===== src/hdl/necird_pkg.sv =====
// shared types and constants for the nec ir pulse decoder
// no dependencies; used by every module under hdl
package necird_pkg;

    // raw stamp difference limits, in 1 us ticks; width w = diff / 10
    // w > n  <=> diff >= 10*(n+1),  w < n  <=> diff < 10*n
    localparam logic [31:0] LEAD_A_LO  = 32'd4010;   // w > 400
    localparam logic [31:0] LEAD_A_HI  = 32'd5000;   // w < 500
    localparam logic [31:0] LEAD_B_LO  = 32'd7010;   // w > 700
    localparam logic [31:0] LEAD_B_HI  = 32'd11000;  // w < 1100
    localparam logic [31:0] HDR_LO     = 32'd3140;   // w > 313
    localparam logic [31:0] HDR_HI     = 32'd6000;   // w < 600
    localparam logic [31:0] REP_LO     = 32'd1510;   // w > 150
    localparam logic [31:0] REP_HI     = 32'd2500;   // w < 250

    // short intervals are divided exactly through a reciprocal
    localparam int unsigned SHORT_BITS  = 12;
    localparam int unsigned WIDTH_BITS  = 9;         // 4095 / 10 fits
    localparam logic [SHORT_BITS-1:0] RECIP_10 = 12'd3277;
    localparam int unsigned RECIP_SHIFT = 15;

    // limits in 10 us units
    localparam logic [WIDTH_BITS-1:0] BIT_LOW_MIN = 9'd10;
    localparam logic [WIDTH_BITS-1:0] BIT_LOW_MAX = 9'd100;
    localparam logic [9:0] ZERO_MIN = 10'd92;
    localparam logic [9:0] ZERO_MAX = 10'd132;
    localparam logic [9:0] ONE_MIN  = 10'd205;
    localparam logic [9:0] ONE_MAX  = 10'd245;

    // configuration
    localparam int unsigned CFG_INDEX_BITS = 2;
    localparam int unsigned CFG_DATA_BITS  = 8;
    localparam logic [CFG_INDEX_BITS-1:0] CFG_REPEAT_ENABLE    = 2'd0;
    localparam logic [CFG_INDEX_BITS-1:0] CFG_REPEAT_THRESHOLD = 2'd1;
    localparam logic [CFG_INDEX_BITS-1:0] CFG_REPEAT_OFFSET    = 2'd2;
    localparam logic [7:0] REPEAT_THRESHOLD_RST = 8'd3;

    typedef enum logic [1:0] {
        EV_NONE   = 2'd0,
        EV_KEY    = 2'd1,
        EV_REPEAT = 2'd2
    } event_t;

    // one classified interval handed from the input stage to the decoder
    typedef struct packed {
        logic                  valid;
        logic                  skip;       // first edge after reset
        logic                  lead_ok;
        logic                  hdr_ok;
        logic                  rep_ok;
        logic                  short_ok;   // diff below 2^SHORT_BITS
        logic [SHORT_BITS-1:0] diff_lo;
    } interval_t;

    typedef struct packed {
        logic                     repeat_enable;
        logic [7:0]               repeat_threshold;
        logic [7:0]               repeat_key_offset;
    } cfg_t;

endpackage


===== src/hdl/necird_interval.sv =====
// input stage: stamp difference, range classification, input register
// depends on necird_pkg
module necird_interval
(
    input  logic                 clk,
    input  logic                 rst_n,
    input  logic [31:0]          edge_stamp,
    input  logic                 in_valid,
    output logic                 in_stall,
    input  logic                 take,
    output necird_pkg::interval_t info
);

    logic [31:0]           last_stamp_reg;
    logic [31:0]           last_stamp_next;
    logic                  primed_reg;
    logic                  primed_next;
    necird_pkg::interval_t info_reg;
    necird_pkg::interval_t info_next;
    logic [31:0]           diff;
    logic                  in_fire;

    assign in_stall = info_reg.valid && !take;
    assign in_fire  = in_valid && !in_stall;
    assign diff     = edge_stamp - last_stamp_reg;  // wraps modulo 2^32

    always_comb
    begin
        last_stamp_next = last_stamp_reg;
        primed_next     = primed_reg;
        info_next       = info_reg;
        if (take)
        begin
            info_next.valid = 1'b0;
        end
        if (in_fire)
        begin
            last_stamp_next    = edge_stamp;
            primed_next        = 1'b1;
            info_next.valid    = 1'b1;
            info_next.skip     = !primed_reg;
            info_next.lead_ok  = (diff >= necird_pkg::LEAD_A_LO && diff < necird_pkg::LEAD_A_HI)
                              || (diff >= necird_pkg::LEAD_B_LO && diff < necird_pkg::LEAD_B_HI);
            info_next.hdr_ok   = diff >= necird_pkg::HDR_LO && diff < necird_pkg::HDR_HI;
            info_next.rep_ok   = diff >= necird_pkg::REP_LO && diff < necird_pkg::REP_HI;
            info_next.short_ok = diff[31:necird_pkg::SHORT_BITS] == '0;
            info_next.diff_lo  = diff[necird_pkg::SHORT_BITS-1:0];
        end
    end

    always_ff @(posedge clk or negedge rst_n)
    begin
        if (!rst_n)
        begin
            last_stamp_reg <= '0;
            primed_reg     <= 1'b0;
            info_reg       <= '0;
        end
        else
        begin
            last_stamp_reg <= last_stamp_next;
            primed_reg     <= primed_next;
            info_reg       <= info_next;
        end
    end

    assign info = info_reg;

endmodule


===== src/hdl/necird_decode.sv =====
// nec frame state machine and result register
// depends on necird_pkg
module necird_decode
(
    input  logic                  clk,
    input  logic                  rst_n,
    input  necird_pkg::interval_t info,
    input  necird_pkg::cfg_t      cfg,
    output logic                  take,
    output logic                  out_valid,
    input  logic                  out_stall,
    output logic [1:0]            event_res,
    output logic [7:0]            key_code
);

    typedef enum logic [1:0] {
        PH_LEAD_LOW  = 2'd0,
        PH_LEAD_HIGH = 2'd1,
        PH_BIT_LOW   = 2'd2,
        PH_BIT_HIGH  = 2'd3
    } phase_t;

    localparam int unsigned PROD_BITS = 2 * necird_pkg::SHORT_BITS;
    localparam int unsigned WB        = necird_pkg::WIDTH_BITS;

    phase_t     phase_reg, phase_next;
    logic [6:0] low_time_reg, low_time_next;
    logic [7:0] shift_reg, shift_next;
    logic [5:0] bit_count_reg, bit_count_next;
    logic [7:0] command_reg, command_next;
    logic [7:0] repeat_seen_reg, repeat_seen_next;
    logic       out_valid_reg, out_valid_next;
    logic [1:0] event_reg, event_next;
    logic [7:0] key_reg, key_next;

    logic [PROD_BITS-1:0] prod;
    logic [WB-1:0]        w;
    logic [9:0]           total;
    logic                 bit_low_ok;
    logic                 zero_ok;
    logic                 one_ok;
    logic [7:0]           shifted;
    logic [5:0]           count_inc;

    assign take = info.valid && (!out_valid_reg || !out_stall);

    // exact divide by 10 for intervals below 4096 ticks
    assign prod  = PROD_BITS'(info.diff_lo) * PROD_BITS'(necird_pkg::RECIP_10);
    assign w     = prod[necird_pkg::RECIP_SHIFT +: WB];
    assign total = {3'b000, low_time_reg} + {1'b0, w};

    // a long interval fails every bit window
    assign bit_low_ok = info.short_ok && w > necird_pkg::BIT_LOW_MIN
                     && w < necird_pkg::BIT_LOW_MAX;
    assign zero_ok = info.short_ok && total > necird_pkg::ZERO_MIN
                  && total < necird_pkg::ZERO_MAX;
    assign one_ok  = info.short_ok && total > necird_pkg::ONE_MIN
                  && total < necird_pkg::ONE_MAX;
    assign shifted   = {one_ok, shift_reg[7:1]};
    assign count_inc = bit_count_reg + 6'd1;

    always_comb
    begin
        phase_next       = phase_reg;
        low_time_next    = low_time_reg;
        shift_next       = shift_reg;
        bit_count_next   = bit_count_reg;
        command_next     = command_reg;
        repeat_seen_next = repeat_seen_reg;
        out_valid_next   = out_valid_reg && out_stall;
        event_next       = event_reg;
        key_next         = key_reg;

        if (take)
        begin
            out_valid_next = 1'b1;
            event_next     = necird_pkg::EV_NONE;
            key_next       = '0;
            if (!info.skip)
            begin
                case (phase_reg)
                    PH_LEAD_LOW:
                    begin
                        if (info.lead_ok)
                        begin
                            phase_next     = PH_LEAD_HIGH;
                            shift_next     = '0;
                            bit_count_next = '0;
                        end
                    end
                    PH_LEAD_HIGH:
                    begin
                        phase_next = PH_LEAD_LOW;
                        if (info.hdr_ok)
                        begin
                            phase_next = PH_BIT_LOW;
                        end
                        else if (info.rep_ok && cfg.repeat_enable)
                        begin
                            if (repeat_seen_reg >= cfg.repeat_threshold)
                            begin
                                event_next = necird_pkg::EV_REPEAT;
                                key_next   = command_reg + cfg.repeat_key_offset;
                            end
                            else
                            begin
                                repeat_seen_next = repeat_seen_reg + 8'd1;
                            end
                        end
                    end
                    PH_BIT_LOW:
                    begin
                        if (bit_low_ok)
                        begin
                            low_time_next = w[6:0];
                            phase_next    = PH_BIT_HIGH;
                        end
                        else if (info.lead_ok)
                        begin
                            // bad width is judged again as a leader low
                            phase_next     = PH_LEAD_HIGH;
                            shift_next     = '0;
                            bit_count_next = '0;
                        end
                        else
                        begin
                            phase_next = PH_LEAD_LOW;
                        end
                    end
                    PH_BIT_HIGH:
                    begin
                        shift_next = shifted;
                        if (zero_ok || one_ok)
                        begin
                            bit_count_next = count_inc;
                            phase_next     = PH_BIT_LOW;
                            if (count_inc == 6'd8 || count_inc == 6'd16)
                            begin
                                shift_next = '0;
                            end
                            else if (count_inc == 6'd24)
                            begin
                                command_next = shifted;
                                shift_next   = '0;
                            end
                            else if (count_inc == 6'd32)
                            begin
                                shift_next = '0;
                                phase_next = PH_LEAD_LOW;
                                // inverted command check
                                if (shifted == ~command_reg)
                                begin
                                    repeat_seen_next = '0;
                                    event_next       = necird_pkg::EV_KEY;
                                    key_next         = command_reg;
                                end
                            end
                        end
                        else if (info.lead_ok)
                        begin
                            phase_next     = PH_LEAD_HIGH;
                            shift_next     = '0;
                            bit_count_next = '0;
                        end
                        else
                        begin
                            phase_next = PH_LEAD_LOW;
                        end
                    end
                    default:
                    begin
                        phase_next = PH_LEAD_LOW;
                    end
                endcase
            end
        end
    end

    always_ff @(posedge clk or negedge rst_n)
    begin
        if (!rst_n)
        begin
            phase_reg       <= PH_LEAD_LOW;
            low_time_reg    <= '0;
            shift_reg       <= '0;
            bit_count_reg   <= '0;
            command_reg     <= '0;
            repeat_seen_reg <= '0;
            out_valid_reg   <= 1'b0;
            event_reg       <= necird_pkg::EV_NONE;
            key_reg         <= '0;
        end
        else
        begin
            phase_reg       <= phase_next;
            low_time_reg    <= low_time_next;
            shift_reg       <= shift_next;
            bit_count_reg   <= bit_count_next;
            command_reg     <= command_next;
            repeat_seen_reg <= repeat_seen_next;
            out_valid_reg   <= out_valid_next;
            event_reg       <= event_next;
            key_reg         <= key_next;
        end
    end

    assign out_valid = out_valid_reg;
    assign event_res = event_reg;
    assign key_code  = key_reg;

endmodule


===== src/hdl/nec_ir_pulse_decoder_core.sv =====
// nec ir pulse decoder top level: configuration registers and stage wiring
// depends on necird_pkg, necird_interval, necird_decode
//
// Each transaction on the input carries a 1 MHz counter stamp taken at one
// edge of the demodulated ir signal, and produces exactly one result
// transaction: event_res 0 (nothing), 1 (new key from a frame whose command
// passed the inverted-command check) or 2 (repeat key, command plus
// repeat_key_offset). The block takes one stamp per clock unless in_stall is
// high: an input register holds the classified interval, and the decoder
// state machine writes the result register from it when that one is free.
// A stamp is still taken while a finished result waits on out_stall;
// only when both registers are full does in_stall rise. The first stamp
// after reset only primes the interval timer and yields event 0.
// Configuration writes are always ready and must be made while idle.
module nec_ir_pulse_decoder_core
(
    input  logic                                   clk,
    input  logic                                   rst_n,
    input  logic [31:0]                            edge_stamp,
    input  logic                                   in_valid,
    output logic                                   in_stall,
    output logic [1:0]                             event_res,
    output logic [7:0]                             key_code,
    output logic                                   out_valid,
    input  logic                                   out_stall,
    input  logic                                   cfg_valid,
    output logic                                   cfg_ready,
    input  logic [necird_pkg::CFG_INDEX_BITS-1:0]  cfg_index,
    input  logic [necird_pkg::CFG_DATA_BITS-1:0]   cfg_data
);

    necird_pkg::cfg_t      cfg_reg;
    necird_pkg::cfg_t      cfg_next;
    necird_pkg::interval_t info;
    logic                  take;

    assign cfg_ready = 1'b1;

    always_comb
    begin
        cfg_next = cfg_reg;
        if (cfg_valid && cfg_ready)
        begin
            case (cfg_index)
                necird_pkg::CFG_REPEAT_ENABLE:    cfg_next.repeat_enable     = cfg_data[0];
                necird_pkg::CFG_REPEAT_THRESHOLD: cfg_next.repeat_threshold  = cfg_data;
                necird_pkg::CFG_REPEAT_OFFSET:    cfg_next.repeat_key_offset = cfg_data;
                default:                          cfg_next = cfg_reg;
            endcase
        end
    end

    always_ff @(posedge clk or negedge rst_n)
    begin
        if (!rst_n)
        begin
            cfg_reg.repeat_enable     <= 1'b0;
            cfg_reg.repeat_threshold  <= necird_pkg::REPEAT_THRESHOLD_RST;
            cfg_reg.repeat_key_offset <= '0;
        end
        else
        begin
            cfg_reg <= cfg_next;
        end
    end

    necird_interval u_interval
    (
        .clk        (clk),
        .rst_n      (rst_n),
        .edge_stamp (edge_stamp),
        .in_valid   (in_valid),
        .in_stall   (in_stall),
        .take       (take),
        .info       (info)
    );

    necird_decode u_decode
    (
        .clk       (clk),
        .rst_n     (rst_n),
        .info      (info),
        .cfg       (cfg_reg),
        .take      (take),
        .out_valid (out_valid),
        .out_stall (out_stall),
        .event_res (event_res),
        .key_code  (key_code)
    );

endmodule

===== config.mk =====
export PLATFORM = sky130hd
export DESIGN_NAME = nec_ir_pulse_decoder_core
export DESIGN_NICKNAME = d
export VERILOG_FILES = /design/src/hdl/necird_pkg.sv /design/src/hdl/necird_interval.sv /design/src/hdl/necird_decode.sv /design/src/hdl/nec_ir_pulse_decoder_core.sv
export SDC_FILE = /design/constraint.sdc
export NUM_CORES = 1
export LEC_CHECK = 0
export ABC_CLOCK_PERIOD_IN_PS = 8700
export BUFFER_PORTS_ARGS = -buffer_cell sky130_fd_sc_hd__buf_2
export CORE_MARGIN = 4
export CORE_UTILIZATION = 46
export DETAILED_ROUTE_END_ITERATION = 10
export GPL_TIMING_DRIVEN = 0
export PLACE_DENSITY = 0.73
export SYNTH_ARGS = -nofsm -noshare
export SYNTH_HDL_FRONTEND = slang
export SYNTH_HIERARCHICAL = 1
export SYNTH_SLANG_ARGS = --single-unit

===== constraint.sdc =====
create_clock -name clk -period 8.7 [get_ports clk]
set_input_delay 0.87 -clock clk [delete_from_list [all_inputs] [get_ports clk]]
set_output_delay 0.87 -clock clk [all_outputs]
set_load 0.02 [all_outputs]

## Word level (Yosys, flattened, before mapping)

Cells that the tools add are included.

| storage, ports and cells | value |
|---|---|
| register bits | 118 |
| bits of input ports | 47 |
| word-level logic and storage cells | 156 |

| operators by class | value |
|---|---|
| add/sub/neg operators | 5 |
| multipliers | 1 |
| magnitude comparators | 15 |
| equal/unequal tests | 20 |
| muxes and demuxes | 53 |
| bitwise logic cells | 3 |
| reductions and logical operators | 38 |

Operators with widths:

| operator | number |
|---|---|
| $mux 8 | 24 |
| $ge 32x12->1 const B | 2 |
| $lt 32x13->1 const B | 2 |
| $ge 32x11->1 const B | 1 |
| $ge 32x13->1 const B | 1 |
| $lt 32x12->1 const B | 1 |
| $lt 32x14->1 const B | 1 |
| $pmux 8 s2 | 2 |
| $sub 32x32->32 | 1 |
| $mux 2 | 15 |
| $mul 12x12->24 const B | 1 |
| $pmux 8 s3 | 1 |
| $logic_not 20->1 | 1 |
| $lt 10x8->1 const B | 2 |
| $mux 18 | 1 |
| $mux 6 | 3 |
| $pmux 6 s3 | 1 |
| $logic_and 1x1->1 | 15 |
| $eq 6x5->1 const B | 2 |
| $ne 2x2->1 const B | 6 |
| $reduce_and 11->1 | 1 |
| $add 7x9->10 | 1 |
| $gt 10x7->1 const B | 1 |
| $gt 10x8->1 const B | 1 |
| other kinds (26) | 48 |

## Depth between registers and ports, before layout

Gate-level depths: netlist of the first run.

| logic depth | value |
|---|---|
| word-level depth | 13 |
| depth in mapped cells | 27 |
| gate-level depth less buffers | 25 |

## Cells and area by module

Netlist of the first run, hierarchy kept.

Modules (own cells, without submodules):

| module | times used | cells each | area an instance (um^2) | sequential area each (um^2) |
|---|---|---|---|---|
| necird_decode | 1 | 636 | 6213.5 | 1226.2 |
| necird_interval | 1 | 511 | 4304.1 | 1276.2 |
| nec_ir_pulse_decoder_core | 1 | 39 | 678.2 | 427.9 |

## Worst setup path after synthesis of the first run

No wires, ideal clock.

| timing | value |
|---|---|
| kind | register to register |
| from | register u_interval.info_reg, in the netlist u_interval/info[6] |
| to | register u_decode.bit_count_reg[3] |
| arrival time | 7.110 ns |
| data required time | 8.574 ns |
| path slack | 1.464 ns |
| cell stages (with the launch flop) | 27 |
| clock period less this slack | 7.236 ns |
| path through | dfrtp_1 > ha_1 > inv_1 > fa_1 > inv_1 > fa_1 > fa_1 > inv_1 > fa_1 > inv_1 > ha_1 > o21a_1 > a211oi_2 > a31o_1 > xnor2_1 > ha_1 > fa_1 > a21o_1 > a21o_1 > a211oi_2 > o211ai_1 > or3_1 > or3b_1 > a41oi_1 > or3_1 > buf_2 > a221o_1 |

| between the ends | value |
|---|---|
| cells in the longest elaborated chain, start to end | 8 |

RTL lines:

| what | RTL line | text |
|---|---|---|
| start: declaration | necird_interval.sv:18 | `necird_pkg::interval_t info_reg;` |
| start signal: assignment | necird_interval.sv:63 | `info_reg <= info_next;` |
| $mul 12x12->24 * | necird_decode.sv:48 | `assign prod = PROD_BITS'(info.diff_lo) * PROD_BITS'(necird_pkg::RECIP_10);` |
| via u_decode.prod[15] | necird_decode.sv:36 | `logic [PROD_BITS-1:0] prod;` |
| $add 7x9->10 | necird_decode.sv:50 | `assign total = {3'b000, low_time_reg} + {1'b0, w};` |
| $gt 10x7->1 / $gt 10x8->1 (equally long branches) | necird_decode.sv:55, necird_decode.sv:57 |  |
| $logic_and 1x1->1 (on tied branches) | necird_decode.sv:55, necird_decode.sv:57 |  |
| $logic_and 1x1->1 (on tied branches) | necird_decode.sv:56, necird_decode.sv:58 |  |
| $logic_or 1x1->1 | necird_decode.sv:133 | `if (zero_ok \|\| one_ok)` |
| $mux 6 | necird_decode.sv:133 |  |
| $pmux 6 s3 | necird_decode.sv:81 | `case (phase_reg)` |
| end signal: assignment | necird_decode.sv:198 | `bit_count_reg <= bit_count_next;` |
| end: declaration | necird_decode.sv:29 | `logic [5:0] bit_count_reg, bit_count_next;` |

The timed path passes the listed nets; every way through them passes the cells marked *.
A chain may end at the register's enable or synchronous reset.

## Final worst setup path of the first run

| timing | value |
|---|---|
| from | register u_interval.info_reg, in the netlist u_interval/info[7] |
| to | register u_decode.bit_count_reg[3] |

Same word-level chain as after synthesis.

==> impl_metrics.py, run 1 <==
metrics = {
    "die": {
        "io_pins": 60,
        "core_area_mm2": 0.0237,
        "die_y_um": 164,
        "start_util": 0.473,
        "num_rows": 56,
        "die_area_mm2": 0.0269,
        "die_w_um": 164,
    },
    "yosys": {
        "synth_edf_count": 0,
        "synth.distinct_cells": 97,
        "synth_top_area_share": 0.257,
        "syn_area_per_cell_um2": 9.44,
        "synth-seq-area-share": 0.262,
        "yosysWarningCount": 6,
        "synth_cells": 1186,
        "ys_async_sr_fraction": 1.00,
        "synthTopCellsByArea": "dfrtp_1, ha_1, fa_1",
        "syn_nets": 1416,
        "netlist_area_mm2": 0.0112,
        "synth_top_area_cell": "dfrtp_1",
        "ys.flop_type": "dfrtp_1",
        "synth_seq_cells": 117,
    },
    "cts": {
        "clk-insertion-delay-late_ns": 0.42,
        "cts_setup_buffers": 0,
        "cts_resized": 0,
        "clock_path_buffers": 2,
        "cts_made_buffers": 17,
        "h-tree-depth": 4,
        "cts-root-buf": "clkbuf_16",
        "holdBufCountCts": 0,
        "cts_tree": "built",
        "clk_pin_slew_ns": 0.06,
        "clkSinkCount": 117,
    },
    "setup_path": {
        "critPathCapture": "u_decode/bit_count_reg[3]$_DFFE_PN0P_",
        "r2r_slack_ns": 0.75,
        "path_depth": 26,
        "startpoint_type": "register",
        "worst_ep_required_time_ns": 9.01,
        "arrival_ns": 8.26,
        "reg2regPathDepth": 26,
        "critPathSlowestCell": "fa_1",
        "critPathCaptureType": "register",
        "critPathMaxFanout": 6,
        "worst_path_largest_cell_delay_ns": 0.55,
        "cp_top_family": "adder cells",
        "cp-startpoint": "u_interval/info[7]$_DFFE_PN0P_",
        "crit_top_cell": "fa_1",
        "cp.buffers_inverters": 5,
        "r2r_end": "u_decode/bit_count_reg[3]$_DFFE_PN0P_",
        "critPathKind": "register to register",
        "timing.rr.start": "u_interval/info[7]$_DFFE_PN0P_",
    },
    "global_routing": {
        "grt_pass1_wl_um": 43600,
        "grt_pass1_vias": 9213,
        "grt_use_total": 0.196,
        "grt_antenna_before_repair": 0,
        "grt.overflow.total": 0,
        "grt_max_degree": 94,
    },
    "flow_run": {
        "maxCapViolCount": 0,
    },
    "finish": {
        "diodes": 0,
        "drive_above_1_share": 0.168,
        "final_cell_mix": "ha_1, inv_1, dfrtp_1",
        "largest_reg_flops": 32,
        "n_fill_cell": 2166,
        "layout.nets": 1494,
        "regArea_mm2": 0.00293,
        "multi_input_area_mm2": 0.00765,
        "layout_commonest_cell": "ha_1",
        "area_delta_synth_final_pct": 11.9,
    },
    "route": {
        "drt_first_pass_iters": 7,
        "drt-initial-drc-count": 593,
        "drc_errors": 0,
        "vias_per_cell": 5.75,
        "wl_per_cell_um": 15.7,
        "ant_nets": 0,
        "num_vias": 9176,
        "drt_wl_total_um": 25100,
    },
    "placed_design": {
        "io_buffers": 58,
        "dp_hpwl_um": 19700,
        "gp_congestion": 0.886,
    },
    "sta": {
        "finalSetupViolCount": 0,
        "final_max_slew_viol_count": 0,
        "period_minus_slack_ns": 7.95,
        "min_period_over_period": 0.914,
        "hold_viol_final": 0,
        "rsz0062_at_grt": "no",
        "worst_slew_pin_slew_ns": 1.00,
        "tns_ns": 0,
        "relSlewSlack": 0.327,
        "fmax_ghz": 0.126,
        "skew_ns": 0.00652,
    },
    "hold_path": {
        "hp-class": "primary input to asynchronous set/reset pin",
    },
    "status": {
        "status": "finished clean",
    },
}
-- worst reg2reg max path: cells and delay by family (launching register included) --
family	cells	cell delay, ns
xor gates and xnor gates	1	0.13
and+or+nand+nor	3	1.05
DFF	1	0.48
buffers and inverters	5	0.39
AOI/OAI and AO/OA	9	2.27
adders and majority gates	8	3.51
-- per-stage QoR --
stage	area [um2]	cells	util	setup slack [ns]	hold slack, ns
2_1_floorplan	11200	1186	-	1.46	0.428
3_3_place_gp	11900	1563	0.502	0.939	0.452
3_5_place_dp	11900	1564	0.504	0.825	0.457
4_1_cts	12500	1596	0.529	0.801	0.295
5_1_grt	12500	1596	0.529	0.289	0.302
6_report	12500	1596	0.529	0.752	0.299
-- cells in the mapped netlist (all sizes together), types with 4 or more instances --
library cell  instances
a2111oi               6
a211o                11
a211oi               15
a21bo                 4
a21o                 28
a21oi                61
a22o                 14
a31oi                 8
a32o                  6
a32oi                 4
and2                 10
and3                 14
buf                  18
clkbuf               15
dfrtp               115
fa                   40
ha                  143
inv                 125
mux2                 69
mux2i                 5
nand2                89
nand2b                9
nand3                22
nand3b                6
nand4                14
nor2                 52
nor3                 21
nor3b                 6
nor4                 15
nor4b                 4
o2111ai               5
o211a                 4
o211ai                7
o21a                 16
o21ai                64
o21bai               10
o22ai                 6
o31ai                 4
or2                   9
or3                  13
xnor2                26
xor2                 19
-- cells by family after synthesis --
group                    share of synthesized area
other                                     0.000335
flip-flops                                   0.262
adder cells (fa/ha/maj)                      0.231
buffers and inverters                       0.0559
AO/OA/AOI/OAI                                0.201
XOR/XNOR                                    0.0379
AND/OR/NAND/NOR                              0.138
multiplexers                                0.0739
-- per-layer routing --
metal	wire length (um)	vias to the layer above	track usage	part of all wire
met5	0	-	0	0
met4	446	0	0.0568	0.018
met3	878	40	0.0299	0.035
met2	12100	216	0.332	0.48
met1	11600	4433	0.261	0.46
li1	-	4487	-	-
-- layout make-up --
| cell class | count | share of cell area |
|---|---|---|
| plain buffers | 33 | 0.0125 |
| clock buffers | 19 | 0.0362 |
| clock inverters | 13 | 0.0118 |
| inverters | 125 | 0.0375 |
| multi-input cells | 911 | 0.610 |
| flip-flops and latches | 117 | 0.234 |
| well taps | 319 | 0.0319 |
| repair buffers | 59 | 0.0259 |
-- worst min path at each step --
stage	endpoint	slack, ns	cells past startpoint
3_3_place_gp	u_interval/primed_reg$_DFFE_PN0P_	0.45	1
6_report	u_decode/key_code[4]$_DFFE_PN0P_	0.30	1
3_5_place_dp	u_interval/primed_reg$_DFFE_PN0P_	0.46	1
2_1_floorplan	u_interval/info[16]$_DFFE_PN0P_	0.43	1
4_1_cts	u_decode/key_code[4]$_DFFE_PN0P_	0.29	1
5_1_grt	u_decode/key_code[4]$_DFFE_PN0P_	0.30	1
Power of run 1 is left out: the tool's default activity adds up to more than one toggle a clock period on the data nets, which glitch-free logic cannot reach.
==> inputs of run 2 (changes only) <==
ABC_CLOCK_PERIOD_IN_PS = 7400   (was 8700)
CORE_UTILIZATION = 45   (was 46)
PLACE_DENSITY = 0.72   (was 0.73)
clock period = 7.4 ns   (was 8.7 ns; I/O delays follow)
==> run 2 against run 1 <==
Wire length rose by 4.1%. Sequential share of layout area shrank 0.95 points. Setup slack got worse by 0.53 ns. Critical path type unchanged. Clock skew rose by 0.0067 ns. Final cell count up 1.6%. Critical path depth shrank 1. Core utilization is 0.81 points higher. Worst hold slack worse by 0.028 ns.
==> impl_metrics.py, run 2 (synthesis gave the netlist of run 1 again) <==
metrics = {
    "die": {
        "die_y_um": 166,
        "num_rows": 57,
        "die_area_mm2": 0.0275,
        "start_util": 0.459,
        "die_w_um": 166,
        "core_area_mm2": 0.0244,
        "io_pins": 60,
    },
    "finish": {
        "fin_cells": 1621,
        "drive_above_1_share": 0.224,
        "area_delta_synth_final_pct": 17.0,
        "diodes": 0,
        "finalCoreUtilization": 0.537,
        "layout.nets": 1514,
        "final_cell_mix": "ha_1, inv_1, dfrtp_1",
        "layout_commonest_cell": "ha_1",
        "largest_reg_flops": 32,
        "fin_area_mm2": 0.0131,
    },
    "setup_path": {
        "r2r_end": "u_decode/bit_count_reg[3]$_DFFE_PN0P_",
        "r2r_slack_ns": 0.22,
        "startpoint_type": "register",
        "critPathSlowestCell": "fa_1",
        "worst_path_largest_cell_delay_ns": 0.54,
        "timing.rr.start": "u_interval/info[6]$_DFFE_PN0P_",
        "worst_ep_required_time_ns": 7.71,
        "critPathCaptureType": "register",
        "critPathKind": "register to register",
        "critPathMaxFanout": 6,
        "arrival_ns": 7.50,
        "reg2regPathDepth": 25,
    },
    "sta": {
        "worst_slew_pin_slew_ns": 1.00,
        "relSlewSlack": 0.329,
        "final_max_slew_viol_count": 0,
        "finalSetupViolCount": 0,
        "min_period_over_period": 0.970,
        "fmax_ghz": 0.139,
        "setup_ws_ns": 0.219,
        "skew_ns": 0.0132,
        "period_minus_slack_ns": 7.18,
        "hold_viol_final": 0,
    },
    "route": {
        "drc_errors": 0,
        "ant_nets": 0,
        "wl_per_cell_um": 16.1,
        "drt_first_pass_iters": 5,
        "vias_per_cell": 5.74,
        "drt_wl_total_um": 26100,
        "num_vias": 9304,
        "drt-initial-drc-count": 567,
    },
    "cts": {
        "cts-root-buf": "clkbuf_16",
        "clkSinkCount": 117,
        "h-tree-depth": 4,
        "clock_path_buffers": 2,
        "cts_tree": "built",
        "clk_pin_slew_ns": 0.06,
        "holdBufCountCts": 0,
        "cts_made_buffers": 17,
        "clk-insertion-delay-late_ns": 0.43,
    },
    "hold_path": {
        "hp-class": "primary input to asynchronous set/reset pin",
    },
    "global_routing": {
        "grt_use_total": 0.189,
        "grt_max_degree": 60,
        "grt_pass1_vias": 9360,
        "grt_pass1_wl_um": 44400,
        "grt_antenna_before_repair": 0,
        "grt.overflow.total": 0,
    },
    "placed_design": {
        "pre_cts_ws_ns": -0.471,
        "gp_congestion": 0.881,
        "dpl.cell_count": 1569,
        "io_buffers": 58,
        "dp_hpwl_um": 19800,
        "place_area_mm2": 0.0119,
    },
    "flow_run": {
        "maxCapViolCount": 0,
    },
    "status": {
        "status": "finished clean",
    },
}
[run 2: through the flow]
step                      hold slack, ns  setup TNS, ns
after floorplan                    0.428              0
after global placement             0.450         -11.31
after detailed placement           0.454         -13.82
after CTS                          0.295              0
after global routing               0.312         -0.346
final                              0.271              0
[run 2: timing repair]
action	CTS	global route
resized for setup	34	37
pin swaps	8	26
cloned	0	0
setup buffers	11	13
endpoints found under the setup margin	37	40
[run 2: metal layers]
layer,GRT usage,part of all wire
met1,0.251,0.46
met2,0.325,0.49
met3,0.0295,0.027
met4,0.0470,0.018
met5,0,0
[run 2: worst max-delay path by stage]
stage | from | cells after the start | slack (ns) | end
finish | u_interval/info[6]$_DFFE_PN0P_ | 25 | 0.22 | u_decode/bit_count_reg[3]$_DFFE_PN0P_
floorplan | u_interval/info[6]$_DFFE_PN0P_ | 26 | 0.16 | u_decode/bit_count_reg[3]$_DFFE_PN0P_
global route | u_interval/info[6]$_DFFE_PN0P_ | 24 | -0.06 | u_decode/bit_count_reg[4]$_DFFE_PN0P_
CTS | u_interval/info[6]$_DFFE_PN0P_ | 25 | 0.02 | u_decode/bit_count_reg[3]$_DFFE_PN0P_
global placement | u_interval/info[7]$_DFFE_PN0P_ | 26 | -0.39 | u_decode/bit_count_reg[3]$_DFFE_PN0P_
detailed placement | u_interval/info[6]$_DFFE_PN0P_ | 25 | -0.47 | u_decode/bit_count_reg[3]$_DFFE_PN0P_
[run 2: worst max-delay path, delay by kind of cell (launching register included)]
| kind | cells | cell delay (ns) |
|---|---|---|
| AOI/OAI and AO/OA | 9 | 2.06 |
| adders and majority gates | 7 | 2.99 |
| buffers and inverters | 5 | 0.38 |
| DFF | 1 | 0.44 |
| and+or+nand+nor | 4 | 1.18 |
[run 2: layout make-up]
cell class,count,area (um2)
fill,2185,11300
multi-input combinational,911,8060
sequential,117,2940
timing repair buffer,83,504
inverter,125,469
clock buffer,19,453
tap,324,405
buffer,29,140
clock inverter,13,123
Power of run 2 is left out for the same reason.
